==> config.mk <==
export PLATFORM = sky130hd
export DESIGN_NAME = rpn_stack_evaluator
export DESIGN_NICKNAME = d
export VERILOG_FILES = /design/src/sv/rpnse_pkg.sv /design/src/sv/rpnse_ram.sv /design/src/sv/rpnse_div.sv /design/src/sv/rpnse_dp.sv /design/src/sv/rpnse_ctrl.sv /design/src/sv/rpn_stack_evaluator.sv
export VERILOG_INCLUDE_DIRS = /design/src /design/src/sv
export SDC_FILE = /design/constraint.sdc
export NUM_CORES = 2
export LEC_CHECK = 0
export ABC_AREA = 1
export CAP_MARGIN = 10
export CORE_MARGIN = 4
export CORE_UTILIZATION = 30
export DETAILED_ROUTE_END_ITERATION = 12
export DONT_BUFFER_PORTS = 1
export PLACE_DENSITY_LB_ADDON = 0.15
export RECOVER_POWER = 100
export SLEW_MARGIN = 20
export SYNTH_ARGS = -nofsm -noshare
export SYNTH_HDL_FRONTEND = slang
export SYNTH_SLANG_ARGS = --single-unit
==> constraint.sdc <==
create_clock -name clk_i -period 22.2 [get_ports clk_i]
set_clock_uncertainty 0.15 [all_clocks]
set_input_delay 3.33 -clock clk_i [delete_from_list [all_inputs] [get_ports clk_i]]
set_output_delay 3.33 -clock clk_i [all_outputs]
set_load 0.02 [all_outputs]
==> src/sv/rpn_stack_evaluator_macros.svh <==
// assertion macros for the reverse polish stack evaluator
`ifndef RPN_STACK_EVALUATOR_MACROS_SVH
`define RPN_STACK_EVALUATOR_MACROS_SVH

// property checked on every clock edge outside reset
`define RPNSE_ASSERT(lbl, prop, msg) \
  lbl: assert property (@(posedge clk_i) disable iff (!rst_ni) (prop)) else $error(msg);

// condition that must never be seen outside reset
`define RPNSE_NEVER(lbl, cond, msg) \
  lbl: assert property (@(posedge clk_i) disable iff (!rst_ni) !(cond)) else $error(msg);

`endif

==> src/sv/rpnse_pkg.sv <==
// shared constants, types and helpers of the rpn stack evaluator
package rpnse_pkg;

  localparam int StackDepth = 16;
  localparam int FracBits   = 16;

  localparam int DataW     = 32;
  localparam int OpW       = 3;
  localparam int StatusW   = 3;
  localparam int DepthOutW = 5;
  localparam int SpW       = $clog2(StackDepth + 1);
  localparam int AddrW     = $clog2(StackDepth);
  localparam int DivW      = DataW + FracBits;
  localparam int ProdW     = 2 * DataW;

  localparam logic [DataW-1:0] MaxVal = {1'b0, {(DataW-1){1'b1}}};
  localparam logic [DataW-1:0] MinVal = {1'b1, {(DataW-1){1'b0}}};

  typedef enum logic [OpW-1:0] {
    OP_PUSH = 3'd0,
    OP_ADD  = 3'd1,
    OP_SUB  = 3'd2,
    OP_MUL  = 3'd3,
    OP_DIV  = 3'd4
  } op_e;

  typedef enum logic [StatusW-1:0] {
    ST_OK    = 3'd0,
    ST_UNDER = 3'd1,
    ST_FULL  = 3'd2,
    ST_DIV0  = 3'd3,
    ST_SAT   = 3'd4
  } status_e;

  // controller to datapath
  typedef struct packed {
    logic tok_load;
    logic dec;
    logic a_load;
    logic exe;
    logic fin;
    logic out_load;
  } cmd_t;

  // datapath to controller
  typedef struct packed {
    logic need_a;
    logic go_mul;
    logic go_div;
    logic div_last;
  } sts_t;

  typedef struct packed {
    logic [DataW-1:0] value;
    logic             sat;
  } sat_t;

  // clamp a 33-bit two's complement sum to 32 bits
  function automatic sat_t clamp_sum(input logic [DataW:0] s);
    sat_t r;
    r.sat   = s[DataW] ^ s[DataW-1];
    r.value = r.sat ? (s[DataW] ? MinVal : MaxVal) : s[DataW-1:0];
    return r;
  endfunction

  // clamp a sign and magnitude pair to the signed 32-bit range
  function automatic sat_t clamp_mag(input logic neg, input logic [ProdW-1:0] mag);
    sat_t r;
    if (!neg) begin
      r.sat   = mag > ProdW'(MaxVal);
      r.value = r.sat ? MaxVal : mag[DataW-1:0];
    end else begin
      r.sat   = mag > ProdW'(MinVal);
      r.value = r.sat ? MinVal : (DataW'(0) - mag[DataW-1:0]);
    end
    return r;
  endfunction

  function automatic logic [DataW-1:0] mag_of(input logic [DataW-1:0] v);
    return v[DataW-1] ? (DataW'(0) - v) : v;
  endfunction

endpackage

==> src/sv/rpnse_ram.sv <==
// generic single write port ram with registered read
module rpnse_ram #(
  parameter int Width = 32,
  parameter int Depth = 16
) (
  input  logic                     clk_i,
  input  logic                     we_i,
  input  logic [$clog2(Depth)-1:0] waddr_i,
  input  logic [Width-1:0]         wdata_i,
  input  logic                     re_i,
  input  logic [$clog2(Depth)-1:0] raddr_i,
  output logic [Width-1:0]         rdata_o
);

  logic [Width-1:0] mem_q [Depth];
  logic [Width-1:0] rdata_q;

  always_ff @(posedge clk_i) begin
    if (we_i) begin
      mem_q[waddr_i] <= wdata_i;
    end
    if (re_i) begin
      rdata_q <= mem_q[raddr_i];
    end
  end

  assign rdata_o = rdata_q;

endmodule

==> src/sv/rpnse_div.sv <==
// restoring divider, one quotient bit per cycle
module rpnse_div import rpnse_pkg::*; (
  input  logic             clk_i,
  input  logic             rst_ni,
  input  logic             start_i,
  input  logic [DivW-1:0]  dividend_i,
  input  logic [DataW-1:0] divisor_i,
  output logic [DivW-1:0]  quotient_o,
  output logic             last_o
);

  localparam int CntW = $clog2(DivW + 1);

  logic [DataW-1:0] rem_q, rem_d;
  logic [DataW-1:0] dsr_q;
  logic [DivW-1:0]  quo_q, quo_d;
  logic [CntW-1:0]  cnt_q, cnt_d;
  logic [DataW:0]   rem_sh;
  logic [DataW:0]   rem_sub;
  logic             ge;

  always_comb begin
    rem_sh  = {rem_q, quo_q[DivW-1]};
    rem_sub = rem_sh - {1'b0, dsr_q};
    ge      = rem_sh >= {1'b0, dsr_q};
    rem_d   = ge ? rem_sub[DataW-1:0] : rem_sh[DataW-1:0];
    quo_d   = {quo_q[DivW-2:0], ge};
    cnt_d   = cnt_q - 1'b1;
  end

  always_ff @(posedge clk_i or negedge rst_ni) begin
    if (!rst_ni) begin
      cnt_q <= '0;
    end else if (start_i) begin
      cnt_q <= CntW'(DivW);
    end else if (cnt_q != '0) begin
      cnt_q <= cnt_d;
    end
  end

  always_ff @(posedge clk_i) begin
    if (start_i) begin
      rem_q <= '0;
      quo_q <= dividend_i;
      dsr_q <= divisor_i;
    end else if (cnt_q != '0) begin
      rem_q <= rem_d;
      quo_q <= quo_d;
    end
  end

  assign quotient_o = quo_q;
  assign last_o     = cnt_q == CntW'(1);

endmodule

==> src/sv/rpnse_dp.sv <==
// datapath: token register, stack ram with top register, alu and output register
module rpnse_dp import rpnse_pkg::*; (
  input  logic                    clk_i,
  input  logic                    rst_ni,
  input  cmd_t                    cmd_i,
  output sts_t                    sts_o,
  input  logic [OpW-1:0]          opcode_i,
  input  logic signed [DataW-1:0] token_value_i,
  input  logic                    starts_expression_i,
  output logic signed [DataW-1:0] top_value_o,
  output logic [DepthOutW-1:0]    stack_depth_o,
  output logic [StatusW-1:0]      status_o
);

  logic [OpW-1:0]   op_q;
  logic [DataW-1:0] val_q;
  logic             clr_q;
  logic [SpW-1:0]   sp_q, sp_d, sp_eff;
  logic [DataW-1:0] top_q, top_d;
  logic [DataW-1:0] a_q;
  logic             neg_q;
  logic [ProdW-1:0] prod_q, prod_d;
  status_e          status_q, status_d;

  logic [DataW-1:0]     out_top_q;
  logic [DepthOutW-1:0] out_depth_q;
  status_e              out_status_q;

  logic             ram_we, ram_re;
  logic [SpW-1:0]   waddr_full, raddr_full;
  logic [DataW-1:0] ram_rdata;

  logic [DataW-1:0] mag_a, mag_b;
  logic             res_neg, b_zero;
  sat_t             add_res, sub_res, fin_res;
  logic [ProdW-1:0] fin_mag;
  logic [DivW-1:0]  dividend, quotient;
  logic             div_start, div_last;
  logic [SpW+DepthOutW-1:0] depth_wide;

  assign sp_eff     = clr_q ? '0 : sp_q;
  assign waddr_full = sp_eff - 1'b1;
  assign raddr_full = sp_eff - SpW'(2);

  rpnse_ram #(
    .Width (DataW),
    .Depth (StackDepth)
  ) u_stack (
    .clk_i   (clk_i),
    .we_i    (ram_we),
    .waddr_i (waddr_full[AddrW-1:0]),
    .wdata_i (top_q),
    .re_i    (ram_re),
    .raddr_i (raddr_full[AddrW-1:0]),
    .rdata_o (ram_rdata)
  );

  // a is the entry below the top, b the top itself
  assign mag_a    = mag_of(a_q);
  assign mag_b    = mag_of(top_q);
  assign res_neg  = a_q[DataW-1] ^ top_q[DataW-1];
  assign b_zero   = top_q == '0;
  assign add_res  = clamp_sum({a_q[DataW-1], a_q} + {top_q[DataW-1], top_q});
  assign sub_res  = clamp_sum({a_q[DataW-1], a_q} - {top_q[DataW-1], top_q});
  assign prod_d   = mag_a * mag_b;
  assign dividend = {mag_a, {FracBits{1'b0}}};
  assign div_start = cmd_i.exe && (op_q == OP_DIV) && !b_zero;

  rpnse_div u_div (
    .clk_i      (clk_i),
    .rst_ni     (rst_ni),
    .start_i    (div_start),
    .dividend_i (dividend),
    .divisor_i  (mag_b),
    .quotient_o (quotient),
    .last_o     (div_last)
  );

  assign fin_mag = (op_q == OP_MUL) ? (prod_q >> FracBits) : ProdW'(quotient);
  assign fin_res = clamp_mag(neg_q, fin_mag);

  always_comb begin
    sp_d     = sp_q;
    top_d    = top_q;
    status_d = status_q;
    ram_we   = 1'b0;
    ram_re   = 1'b0;
    if (cmd_i.dec) begin
      sp_d     = sp_eff;
      status_d = ST_OK;
      case (op_q)
        OP_PUSH: begin
          if (sp_eff >= SpW'(StackDepth)) begin
            status_d = ST_FULL;
          end else begin
            // old top spills into the ram
            ram_we = sp_eff != '0;
            top_d  = val_q;
            sp_d   = sp_eff + 1'b1;
          end
        end
        OP_ADD, OP_SUB, OP_MUL, OP_DIV: begin
          if (sts_o.need_a) begin
            ram_re = 1'b1;
          end else begin
            status_d = ST_UNDER;
          end
        end
        default: ;
      endcase
    end
    if (cmd_i.exe) begin
      case (op_q)
        OP_ADD: begin
          top_d    = add_res.value;
          status_d = add_res.sat ? ST_SAT : ST_OK;
          sp_d     = sp_q - 1'b1;
        end
        OP_SUB: begin
          top_d    = sub_res.value;
          status_d = sub_res.sat ? ST_SAT : ST_OK;
          sp_d     = sp_q - 1'b1;
        end
        OP_DIV: begin
          if (b_zero) begin
            top_d    = a_q[DataW-1] ? MinVal : MaxVal;
            status_d = ST_DIV0;
            sp_d     = sp_q - 1'b1;
          end
        end
        default: ;
      endcase
    end
    if (cmd_i.fin) begin
      top_d    = fin_res.value;
      status_d = fin_res.sat ? ST_SAT : ST_OK;
      sp_d     = sp_q - 1'b1;
    end
  end

  always_ff @(posedge clk_i or negedge rst_ni) begin
    if (!rst_ni) begin
      sp_q <= '0;
    end else begin
      sp_q <= sp_d;
    end
  end

  always_ff @(posedge clk_i) begin
    top_q    <= top_d;
    status_q <= status_d;
    if (cmd_i.tok_load) begin
      op_q  <= opcode_i;
      val_q <= token_value_i;
      clr_q <= starts_expression_i;
    end
    if (cmd_i.a_load) begin
      a_q <= ram_rdata;
    end
    if (cmd_i.exe) begin
      prod_q <= prod_d;
      neg_q  <= res_neg;
    end
    if (cmd_i.out_load) begin
      out_top_q    <= (sp_q != '0) ? top_q : '0;
      out_depth_q  <= depth_wide[DepthOutW-1:0];
      out_status_q <= status_q;
    end
  end

  assign depth_wide = (SpW + DepthOutW)'(sp_q);

  assign sts_o.need_a   = (op_q inside {OP_ADD, OP_SUB, OP_MUL, OP_DIV}) &&
                          (sp_eff >= SpW'(2));
  assign sts_o.go_mul   = op_q == OP_MUL;
  assign sts_o.go_div   = (op_q == OP_DIV) && !b_zero;
  assign sts_o.div_last = div_last;

  assign top_value_o   = out_top_q;
  assign stack_depth_o = out_depth_q;
  assign status_o      = out_status_q;

endmodule

==> src/sv/rpnse_ctrl.sv <==
// controller: token sequencing and output handshake
module rpnse_ctrl import rpnse_pkg::*; (
  input  logic clk_i,
  input  logic rst_ni,
  input  logic in_valid_i,
  output logic in_ready_o,
  output logic out_valid_o,
  input  logic out_ready_i,
  output cmd_t cmd_o,
  input  sts_t sts_i
);

  typedef enum logic [6:0] {
    S_IDLE = 7'b0000001,
    S_DEC  = 7'b0000010,
    S_RDA  = 7'b0000100,
    S_EXE  = 7'b0001000,
    S_DIV  = 7'b0010000,
    S_FIN  = 7'b0100000,
    S_WB   = 7'b1000000
  } state_e;

  state_e state_q, state_d;
  logic   out_valid_q, out_valid_d;
  logic   out_free;

  assign out_free = !out_valid_q || out_ready_i;

  always_comb begin
    state_d = state_q;
    cmd_o   = '0;
    case (state_q)
      S_IDLE: begin
        if (in_valid_i) begin
          cmd_o.tok_load = 1'b1;
          state_d        = S_DEC;
        end
      end
      S_DEC: begin
        cmd_o.dec = 1'b1;
        state_d   = sts_i.need_a ? S_RDA : S_WB;
      end
      S_RDA: begin
        cmd_o.a_load = 1'b1;
        state_d      = S_EXE;
      end
      S_EXE: begin
        cmd_o.exe = 1'b1;
        if (sts_i.go_mul) begin
          state_d = S_FIN;
        end else if (sts_i.go_div) begin
          state_d = S_DIV;
        end else begin
          state_d = S_WB;
        end
      end
      S_DIV: begin
        if (sts_i.div_last) begin
          state_d = S_FIN;
        end
      end
      S_FIN: begin
        cmd_o.fin = 1'b1;
        state_d   = S_WB;
      end
      S_WB: begin
        if (out_free) begin
          cmd_o.out_load = 1'b1;
          state_d        = S_IDLE;
        end
      end
      default: state_d = S_IDLE;
    endcase
  end

  always_comb begin
    out_valid_d = out_valid_q;
    if (cmd_o.out_load) begin
      out_valid_d = 1'b1;
    end else if (out_ready_i) begin
      out_valid_d = 1'b0;
    end
  end

  always_ff @(posedge clk_i or negedge rst_ni) begin
    if (!rst_ni) begin
      state_q     <= S_IDLE;
      out_valid_q <= 1'b0;
    end else begin
      state_q     <= state_d;
      out_valid_q <= out_valid_d;
    end
  end

  assign in_ready_o  = state_q == S_IDLE;
  assign out_valid_o = out_valid_q;

endmodule

==> src/sv/rpn_stack_evaluator.sv <==
// top level of the reverse polish stack evaluator
//
//   channel | direction | beat contents
//   --------+-----------+--------------------------------------------------
//   in      | sink      | opcode_i, token_value_i, starts_expression_i
//   out     | source    | top_value_o, stack_depth_o, status_o
//
// states per token: idle, decode and write-back for push, unused opcode or rejected
// token; add, subtract or divide by zero add operand read and execute; multiply adds
// finish; divide adds the restoring divider, one quotient bit per cycle, then finish
// reset empties the stack; stack ram contents stay undefined until pushed
// a result waiting in the output register does not hold off the next token,
// only the write-back of the following result waits for it to drain
module rpn_stack_evaluator import rpnse_pkg::*; (
  input  logic                    clk_i,
  input  logic                    rst_ni,
  // token beats
  input  logic                    in_valid_i,
  output logic                    in_ready_o,
  input  logic [OpW-1:0]          opcode_i,
  input  logic signed [DataW-1:0] token_value_i,
  input  logic                    starts_expression_i,
  // result beats
  output logic                    out_valid_o,
  input  logic                    out_ready_i,
  output logic signed [DataW-1:0] top_value_o,
  output logic [DepthOutW-1:0]    stack_depth_o,
  output logic [StatusW-1:0]      status_o
);

`include "rpn_stack_evaluator_macros.svh"

  // command and status between sequencer and datapath
  cmd_t cmd;
  sts_t sts;

  // sequencer: one token in flight, output register handshake
  rpnse_ctrl u_ctrl (
    .clk_i       (clk_i),
    .rst_ni      (rst_ni),
    .in_valid_i  (in_valid_i),
    .in_ready_o  (in_ready_o),
    .out_valid_o (out_valid_o),
    .out_ready_i (out_ready_i),
    .cmd_o       (cmd),
    .sts_i       (sts)
  );

  // datapath: top of stack kept in a register, lower entries in ram,
  // adder, 32x32 multiplier and bit-serial divider
  rpnse_dp u_dp (
    .clk_i               (clk_i),
    .rst_ni              (rst_ni),
    .cmd_i               (cmd),
    .sts_o               (sts),
    .opcode_i            (opcode_i),
    .token_value_i       (token_value_i),
    .starts_expression_i (starts_expression_i),
    .top_value_o         (top_value_o),
    .stack_depth_o       (stack_depth_o),
    .status_o            (status_o)
  );

  // one token at a time: no beat is taken right after an accepted one
  `RPNSE_ASSERT(a_one_token, (in_valid_i && in_ready_o) |=> !in_ready_o, "token overlap")
  // an empty stack always reports a zero top
  `RPNSE_ASSERT(a_empty_top, (out_valid_o && stack_depth_o == '0) |-> (top_value_o == '0), "empty stack top not zero")
  // a dropped push only happens on a full stack
  `RPNSE_ASSERT(a_full_depth, (out_valid_o && status_o == ST_FULL) |-> (stack_depth_o == DepthOutW'(StackDepth)), "full status with room left")
  // underflow only with fewer than two entries
  `RPNSE_NEVER(a_under_depth, out_valid_o && status_o == ST_UNDER && stack_depth_o >= DepthOutW'(2), "underflow with operands present")

endmodule
; Word level (Yosys, flattened, before mapping)
; Memory sizes are Yosys's and may differ from the RTL's. A register that Yosys moved wholly into a read port is not among the register bits.
; Index checks and enable logic that the tools add are counted.
[word_totals]
reg_bits = 339
ram_bits = 512
in_bits = 40
output_inout_bits = 42
elab_cells = 140
n_memories = 1
[op_classes]
n_addsub = 11
n_mul = 1
magnitude_cmp = 5
n_eq_ne = 15
n_mux = 67
n_bitwise = 3
reduce_logical = 18
[mem_list]
columns = name, words, width, read_ports, rd_clocked_by_memory_dff, wr, line_no
row1 = u_dp.u_stack.mem_q, 16, 32, 1, 1, 1, rpnse_ram.sv:15  ; logic [Width-1:0] mem_q [Depth];
[ops]
columns = op, n
row1 = 32-bit two-way mux, 16
row2 = 48-bit two-way mux, 3
row3 = 32-bit one-hot mux with 3 select lines, 1
row4 = 1-bit by 32-bit subtractor with 32-bit output (first input constant), 3
row5 = 64-bit by 31-bit > comparator with 1-bit output (second input constant), 1
row6 = 64-bit by 32-bit > comparator with 1-bit output (second input constant), 1
row7 = 32-bit by 32-bit multiplier with 64-bit output, 1
row8 = 7-bit one-hot mux with 7 select lines, 1
row9 = 7-bit two-way mux, 6
row10 = 5-bit two-way mux, 7
row11 = 32-bit by 32-bit adder with 33-bit output, 1
row12 = 33-bit by 32-bit >= comparator with 1-bit output, 1
row13 = 33-bit two-way mux, 1
row14 = 32-bit by 32-bit subtractor with 33-bit output, 1
row15 = 32-bit zero test, 1
row16 = 32-bit subtractor, 1
row17 = 3-bit two-way mux, 7
row18 = 1-bit two-way mux, 19
row19 = 6-bit two-way mux, 2
row20 = 5-bit one-hot mux with 2 select lines, 1
row21 = 5-bit nonzero test, 2
row22 = 3-bit one-hot mux with 3 select lines, 1
row23 = 7-bit by 1-bit == test with 1-bit output (second input constant), 1
row24 = 7-bit by 2-bit == test with 1-bit output (second input constant), 1
row25 = 31 further kinds, 40

; Longest topological paths before layout
[depth]
depth_word = 10
mapped_depth = 43
mapped_depth_nobuf = 41

; Cells and area by module
; Synthesis repeated with hierarchy kept, for this count alone.
[unflattened]
hier_cells = 9751
area_unflattened_um2 = 80551.0
[by_module_without_submodules]
columns = mod, instances, cells_per_inst, area_each_um2, seq_area_each_um2
row1 = rpnse_dp, 1, 6500, 49461.2, 5540.3
row2 = rpnse_ram, 1, 2120, 23050.9, 16335.7
row3 = rpnse_div, 1, 1058, 7494.7, 3193.1
row4 = rpnse_ctrl, 1, 73, 544.3, 201.4

; Least setup slack after synthesis
; Ideal clock, no wire load.
[synth_timing]
kind = reg2reg
start = reg u_dp.a_q[0]
end = reg u_dp.prod_q[53], data pin
setup_time_ps = 252
arrival_time_ps = 8340
t_required_ps = 21798
setup_slack_ps = 13458
path_stages_with_launch = 40
cell_sequence = edfxtp_1 buf_6 clkinv_2 clkbuf_1 ha_1 nand3_1 inv_1 nand2_1 nor2_1 nand2_1 o41ai_1 o21ai_1 xor2_1 inv_2 buf_2 nor2_1 fa_1 fa_1 [4 not listed] fa_1 fa_1 fa_1 inv_1 fa_1 inv_1 ha_1 a21oi_1 o21a_1 inv_1 a21oi_1 inv_1 a21oi_1 inv_1 a21oi_1 nand2_1 nand2_1 nand2_1
[synth_via]
elab_chain_cells = 3
[synth_rtl]
columns = item, line_no
row1 = from (decl), rpnse_dp.sv:20  ; logic [DataW-1:0] a_q;
row2 = from (signal assigned), rpnse_dp.sv:158  ; a_q <= ram_rdata;
row3 = 1-bit by 32-bit subtractor with 32-bit output, rpnse_pkg.sv:80  ; return v[DataW-1] ? (DataW'(0) - v) : v;
row4 = 32-bit two-way mux *, rpnse_pkg.sv:80
row5 = 32-bit by 32-bit multiplier with 64-bit output *, rpnse_dp.sv:65  ; assign prod_d = mag_a * mag_b;
row6 = via u_dp.prod_d[53], rpnse_dp.sv:22  ; logic [ProdW-1:0] prod_q, prod_d;
row7 = to (signal assigned), rpnse_dp.sv:161  ; prod_q <= prod_d;
row8 = to (decl), rpnse_dp.sv:22
; Mark *: on every way through the listed nets, which the timed path passes. The rest lies on a longest branch.
; A chain may end at the register's enable or synchronous reset.

; Worst setup path in the final report
[layout_timing]
start = reg u_dp.top_q[0]
end = reg u_dp.prod_q[34], data pin
[layout_via]
elab_chain_cells = 3
[layout_rtl]
columns = item, line_no
row1 = from (decl), rpnse_dp.sv:19  ; logic [DataW-1:0] top_q, top_d;
row2 = from (signal assigned), rpnse_dp.sv:150  ; top_q <= top_d;
row3 = 1-bit by 32-bit subtractor with 32-bit output, rpnse_pkg.sv:80
row4 = 32-bit two-way mux *, rpnse_pkg.sv:80
row5 = 32-bit by 32-bit multiplier with 64-bit output *, rpnse_dp.sv:65
row6 = via u_dp.prod_d[34], rpnse_dp.sv:22
; Marked as above.

==> flow_summary.yaml <==
run_status:
  status: "finished, violations left"
  failed_checks: "max-capacitance violations, max-slew violations"
clocking:
  clk_path_buf_depth: 3
  cts_setup_buffers: 0
  clk_root_buffer_cell: "sky130_fd_sc_hd__clkbuf_16"
  cts_hold_buffers: 0
  htree_levels: 3
  worstSkewPairLatency_ps: 810
  clkTransAtPathRegs_ps: 60
  cts_num_sinks: 867
  ctsResizeCount: 0
  cts_tree: "built"
  number_of_buffers_created_by_cts: 102
die:
  rows: 185
  number_of_ports_placed_on_the_die_boundary: 82
  floorplan.initialDensity: 0.302
  design.die.area_mm2: 0.263
  die-height_um: 513
  fp.coreArea_mm2: 0.254
  die_x_um: 513
drt:
  wire_per_inst_um: 26.1
  drt_pass1_iterations: 7
  viasPerCell: 5.13
  detailed_route_via_count: 61900
  drt-initial-drc-count: 6069
  detail_route.wirelength_um: 315000
  drtAntennaViolNets: 0
  drc_violations_left: 0
synth:
  synth_cell_types: 64
  postSynthRegisterBits: 867
  syn_nets: 10000
  synthAdderAreaFrac: 0.295
  async_flop_share: 0.0219
  synth_edf_count: 765
  post_synth_mux_area_share: 0
  synth_ff_type: "sky130_fd_sc_hd__edfxtp_1"
  synth_xor_area_frac: 0.0184
  post_synth_instance_area_mm2: 0.0766
  yosysTopAreaCellShare: 0.300
  synth_cells: 8720
  dominant_combinational_cell_family_by_area_after_synthesis: "adder cells"
  synth-simple-area-share: 0.174
  fraction_of_the_mapped_netlist_area_in_compound_gates: 0.0893
  ys.warnings.count: 0
  share_of_synthesized_area_occupied_by_flip_flops_and_latches: 0.328
  syn_area_per_cell_um2: 8.78
  yosysTopAreaCell: "sky130_fd_sc_hd__edfxtp_1"
  yosys-top-cells-area: "sky130_fd_sc_hd__edfxtp_1 (30%), sky130_fd_sc_hd__fa_1 (23%), sky130_fd_sc_hd__nand2_1 (7.7%)"
setup_path:
  crit_path_frequent_cell: "sky130_fd_sc_hd__fa_1"
  worst_path_dominant_cell_family: "buffers and inverters"
  worst_r2r_endpoint: "u_dp.prod_q[34]"
  type_of_the_worst_setup_path: "reg -> reg"
  cp_data_arrival_time_ps: 15820
  crit_path_top_delay_cell: "sky130_fd_sc_hd__clkbuf_1"
  timing.critical_path.to_type: "flip-flop"
  worstReg2RegStart: "u_dp.top_q[0]"
  timing.critical_path.slowest_cell_delay_ps: 2320
  critical_path_start_type: "flip-flop"
  cp_data_required_time_ps: 22530
  maximum_fanout_count_along_the_critical_path: 42
  crit_buf_inv: 9
  regToRegSetupSlack_ps: 6710
  worst-r2r-cell-count: 35
finish:
  design.final.nets: 9911
  layout-area-overhead-vs-synth_pct: 9.74
  final_common_cell: "sky130_fd_sc_hd__nand2_1"
  post_layout_nonfiller_instances: 12100
  layout.cells.most_common_list: "sky130_fd_sc_hd__nand2_1 (1563), sky130_fd_sc_hd__inv_1 (1468), sky130_fd_sc_hd__nor2_1 (1233), sky130_fd_sc_hd__fa_1 (898), sky130_fd_sc_hd__edfxtp_1 (765)"
  fillerInstances: 26400
  drive_gt1_frac: 0.0483
hold_path:
  worstHoldStart: "u_dp.u_stack.rdata_o[19]"
  hold_class: "reg -> reg"
  hold-path-endpoint: "u_dp.a_q[19]"
  min_path_cells: 0
placement:
  numPlacedInstances: 11900
  half_perimeter_wire_length_after_detailed_placement_um: 229000
  placement.io_buffers: 0
  place_congestion: 0.997
global_route:
  grt_start_max_net_pins: 140
  number_of_antenna_violations_at_the_first_check_in_global_routing: 17
  globalRouteOverflowTotal: 0
  gr_util_all_layers: 0.235
  first_global_vias: 62500
  wire_length_of_the_first_global_routing_pass_um: 452000
timing:
  grt_setup_unrepaired: "false"
  finalCritPeriodShare: 0.698
  timing.final.crit_period_ps: 15490
  hold_viol: 0
  setup-violations-final: 0
  relSlewSlack: -3.93
  worstMarginPinSlew_ps: 7390
  final_max_slew_viol_count: 1496
  achievable-frequency_mhz: 64.6
  setup-tns-final_ps: 0
run:
  drv_cap: 48
==> state kept, by name (all words and copies together) (netlist names) <==
register	cells
u_dp.u_stack.rdata_o	32
u_dp.u_div.quotient_o	48
u_dp.prod_q	48
u_dp.status_q	3
u_dp.u_div.dsr_q	32
u_dp.stack_depth_o	5
u_ctrl.out_valid_o	1
u_dp.op_q	3
u_dp.top_value_o	32
u_dp.neg_q	1
u_dp.top_q	32
u_dp.a_q	32
u_dp.clr_q	1
u_dp.u_div.cnt_q	6
u_dp.sp_q	5
u_dp.val_q	32
u_dp.status_o	3
u_ctrl.state_q	7
u_dp.u_stack.mem_q	512
u_dp.u_div.rem_q	32
==> logic make-up after synthesis <==
kind of cell,count (synthesis)
AOI/OAI and AO/OA,1216
xor gates and xnor gates,159
adders and majority gates,1268
buffers and inverters,1892
DFF,867
and+or+nand+nor,3318
==> cell usage after synthesis (6+ instances only) <==
library cell / n
sky130_fd_sc_hd__a211oi_1: 20
sky130_fd_sc_hd__a21boi_0: 6
sky130_fd_sc_hd__a21o_1: 14
sky130_fd_sc_hd__a21oi_1: 270
sky130_fd_sc_hd__a31oi_1: 20
sky130_fd_sc_hd__buf_1: 23
sky130_fd_sc_hd__buf_2: 62
sky130_fd_sc_hd__buf_6: 8
sky130_fd_sc_hd__clkbuf_1: 280
sky130_fd_sc_hd__clkinv_1: 13
sky130_fd_sc_hd__dfrtp_1: 18
sky130_fd_sc_hd__dfxtp_1: 83
sky130_fd_sc_hd__edfxtp_1: 765
sky130_fd_sc_hd__fa_1: 898
sky130_fd_sc_hd__ha_1: 370
sky130_fd_sc_hd__inv_1: 1476
sky130_fd_sc_hd__inv_2: 26
sky130_fd_sc_hd__nand2_1: 1564
sky130_fd_sc_hd__nand2_2: 6
sky130_fd_sc_hd__nand3_1: 324
sky130_fd_sc_hd__nand4_1: 34
sky130_fd_sc_hd__nor2_1: 1244
sky130_fd_sc_hd__nor2_2: 10
sky130_fd_sc_hd__nor3_1: 54
sky130_fd_sc_hd__nor4_1: 29
sky130_fd_sc_hd__o211ai_1: 31
sky130_fd_sc_hd__o21a_1: 13
sky130_fd_sc_hd__o21ai_0: 614
sky130_fd_sc_hd__o21ai_1: 36
sky130_fd_sc_hd__o21ai_2: 29
sky130_fd_sc_hd__o21bai_1: 23
sky130_fd_sc_hd__o221ai_1: 57
sky130_fd_sc_hd__o22ai_1: 73
sky130_fd_sc_hd__or2_2: 20
sky130_fd_sc_hd__xnor2_1: 27
sky130_fd_sc_hd__xor2_1: 130
==> how the worst max path moves through the flow <==
stage / start / to / cells past startpoint
after CTS: u_dp.a_q[0] / u_dp.prod_q[34] / 34
final: u_dp.top_q[0] / u_dp.prod_q[34] / 35
after detailed placement: u_dp.a_q[0] / u_dp.prod_q[34] / 34
after global routing: u_dp.sp_q[0] / u_dp.u_stack.rdata_o[25] / 9
after floorplan: u_dp.a_q[0] / u_dp.prod_q[53] / 39
after global placement: u_dp.a_q[0] / u_dp.prod_q[34] / 36
==> routing by layer <==
| layer | global-route usage | vias to the layer above | share of wire |
|---|---|---|---|
| li1 | - | 27400 | - |
| met1 | 0.334 | 31600 | 0.45 |
| met2 | 0.369 | 2465 | 0.44 |
| met3 | 0.0330 | 431 | 0.069 |
| met4 | 0.0758 | 6 | 0.036 |
| met5 | 0 | - | 0.00014 |
==> area by class of cell <==
cell class / count / area, um2 / area share
Antenna cell: 5 / 12.5 / 0.000149
Clock buffer: 126 / 2700 / 0.0322
Clock inverter: 68 / 856 / 0.0102
Inverter: 1516 / 5700 / 0.0678
Multi-Input combinational cell: 5961 / 44500 / 0.529
Sequential cell: 867 / 25100 / 0.299
Tap cell: 3366 / 4210 / 0.0501
Timing Repair Buffer: 155 / 965 / 0.0115
==> metrics by stage <==
stage	hold slack [ps]	area, um2	util	setup WS, ps
final	259	84000	0.331	6710
after global routing	270	84000	0.331	5570
after CTS	250	84300	0.332	10840
after detailed placement	255	80800	0.318	10920
after global placement	255	80700	0.318	10850
after floorplan	250	76600	-	13460
Power is left out: the tool's default activity adds up to more than one toggle a clock period on the data nets, which glitch-free logic cannot reach.
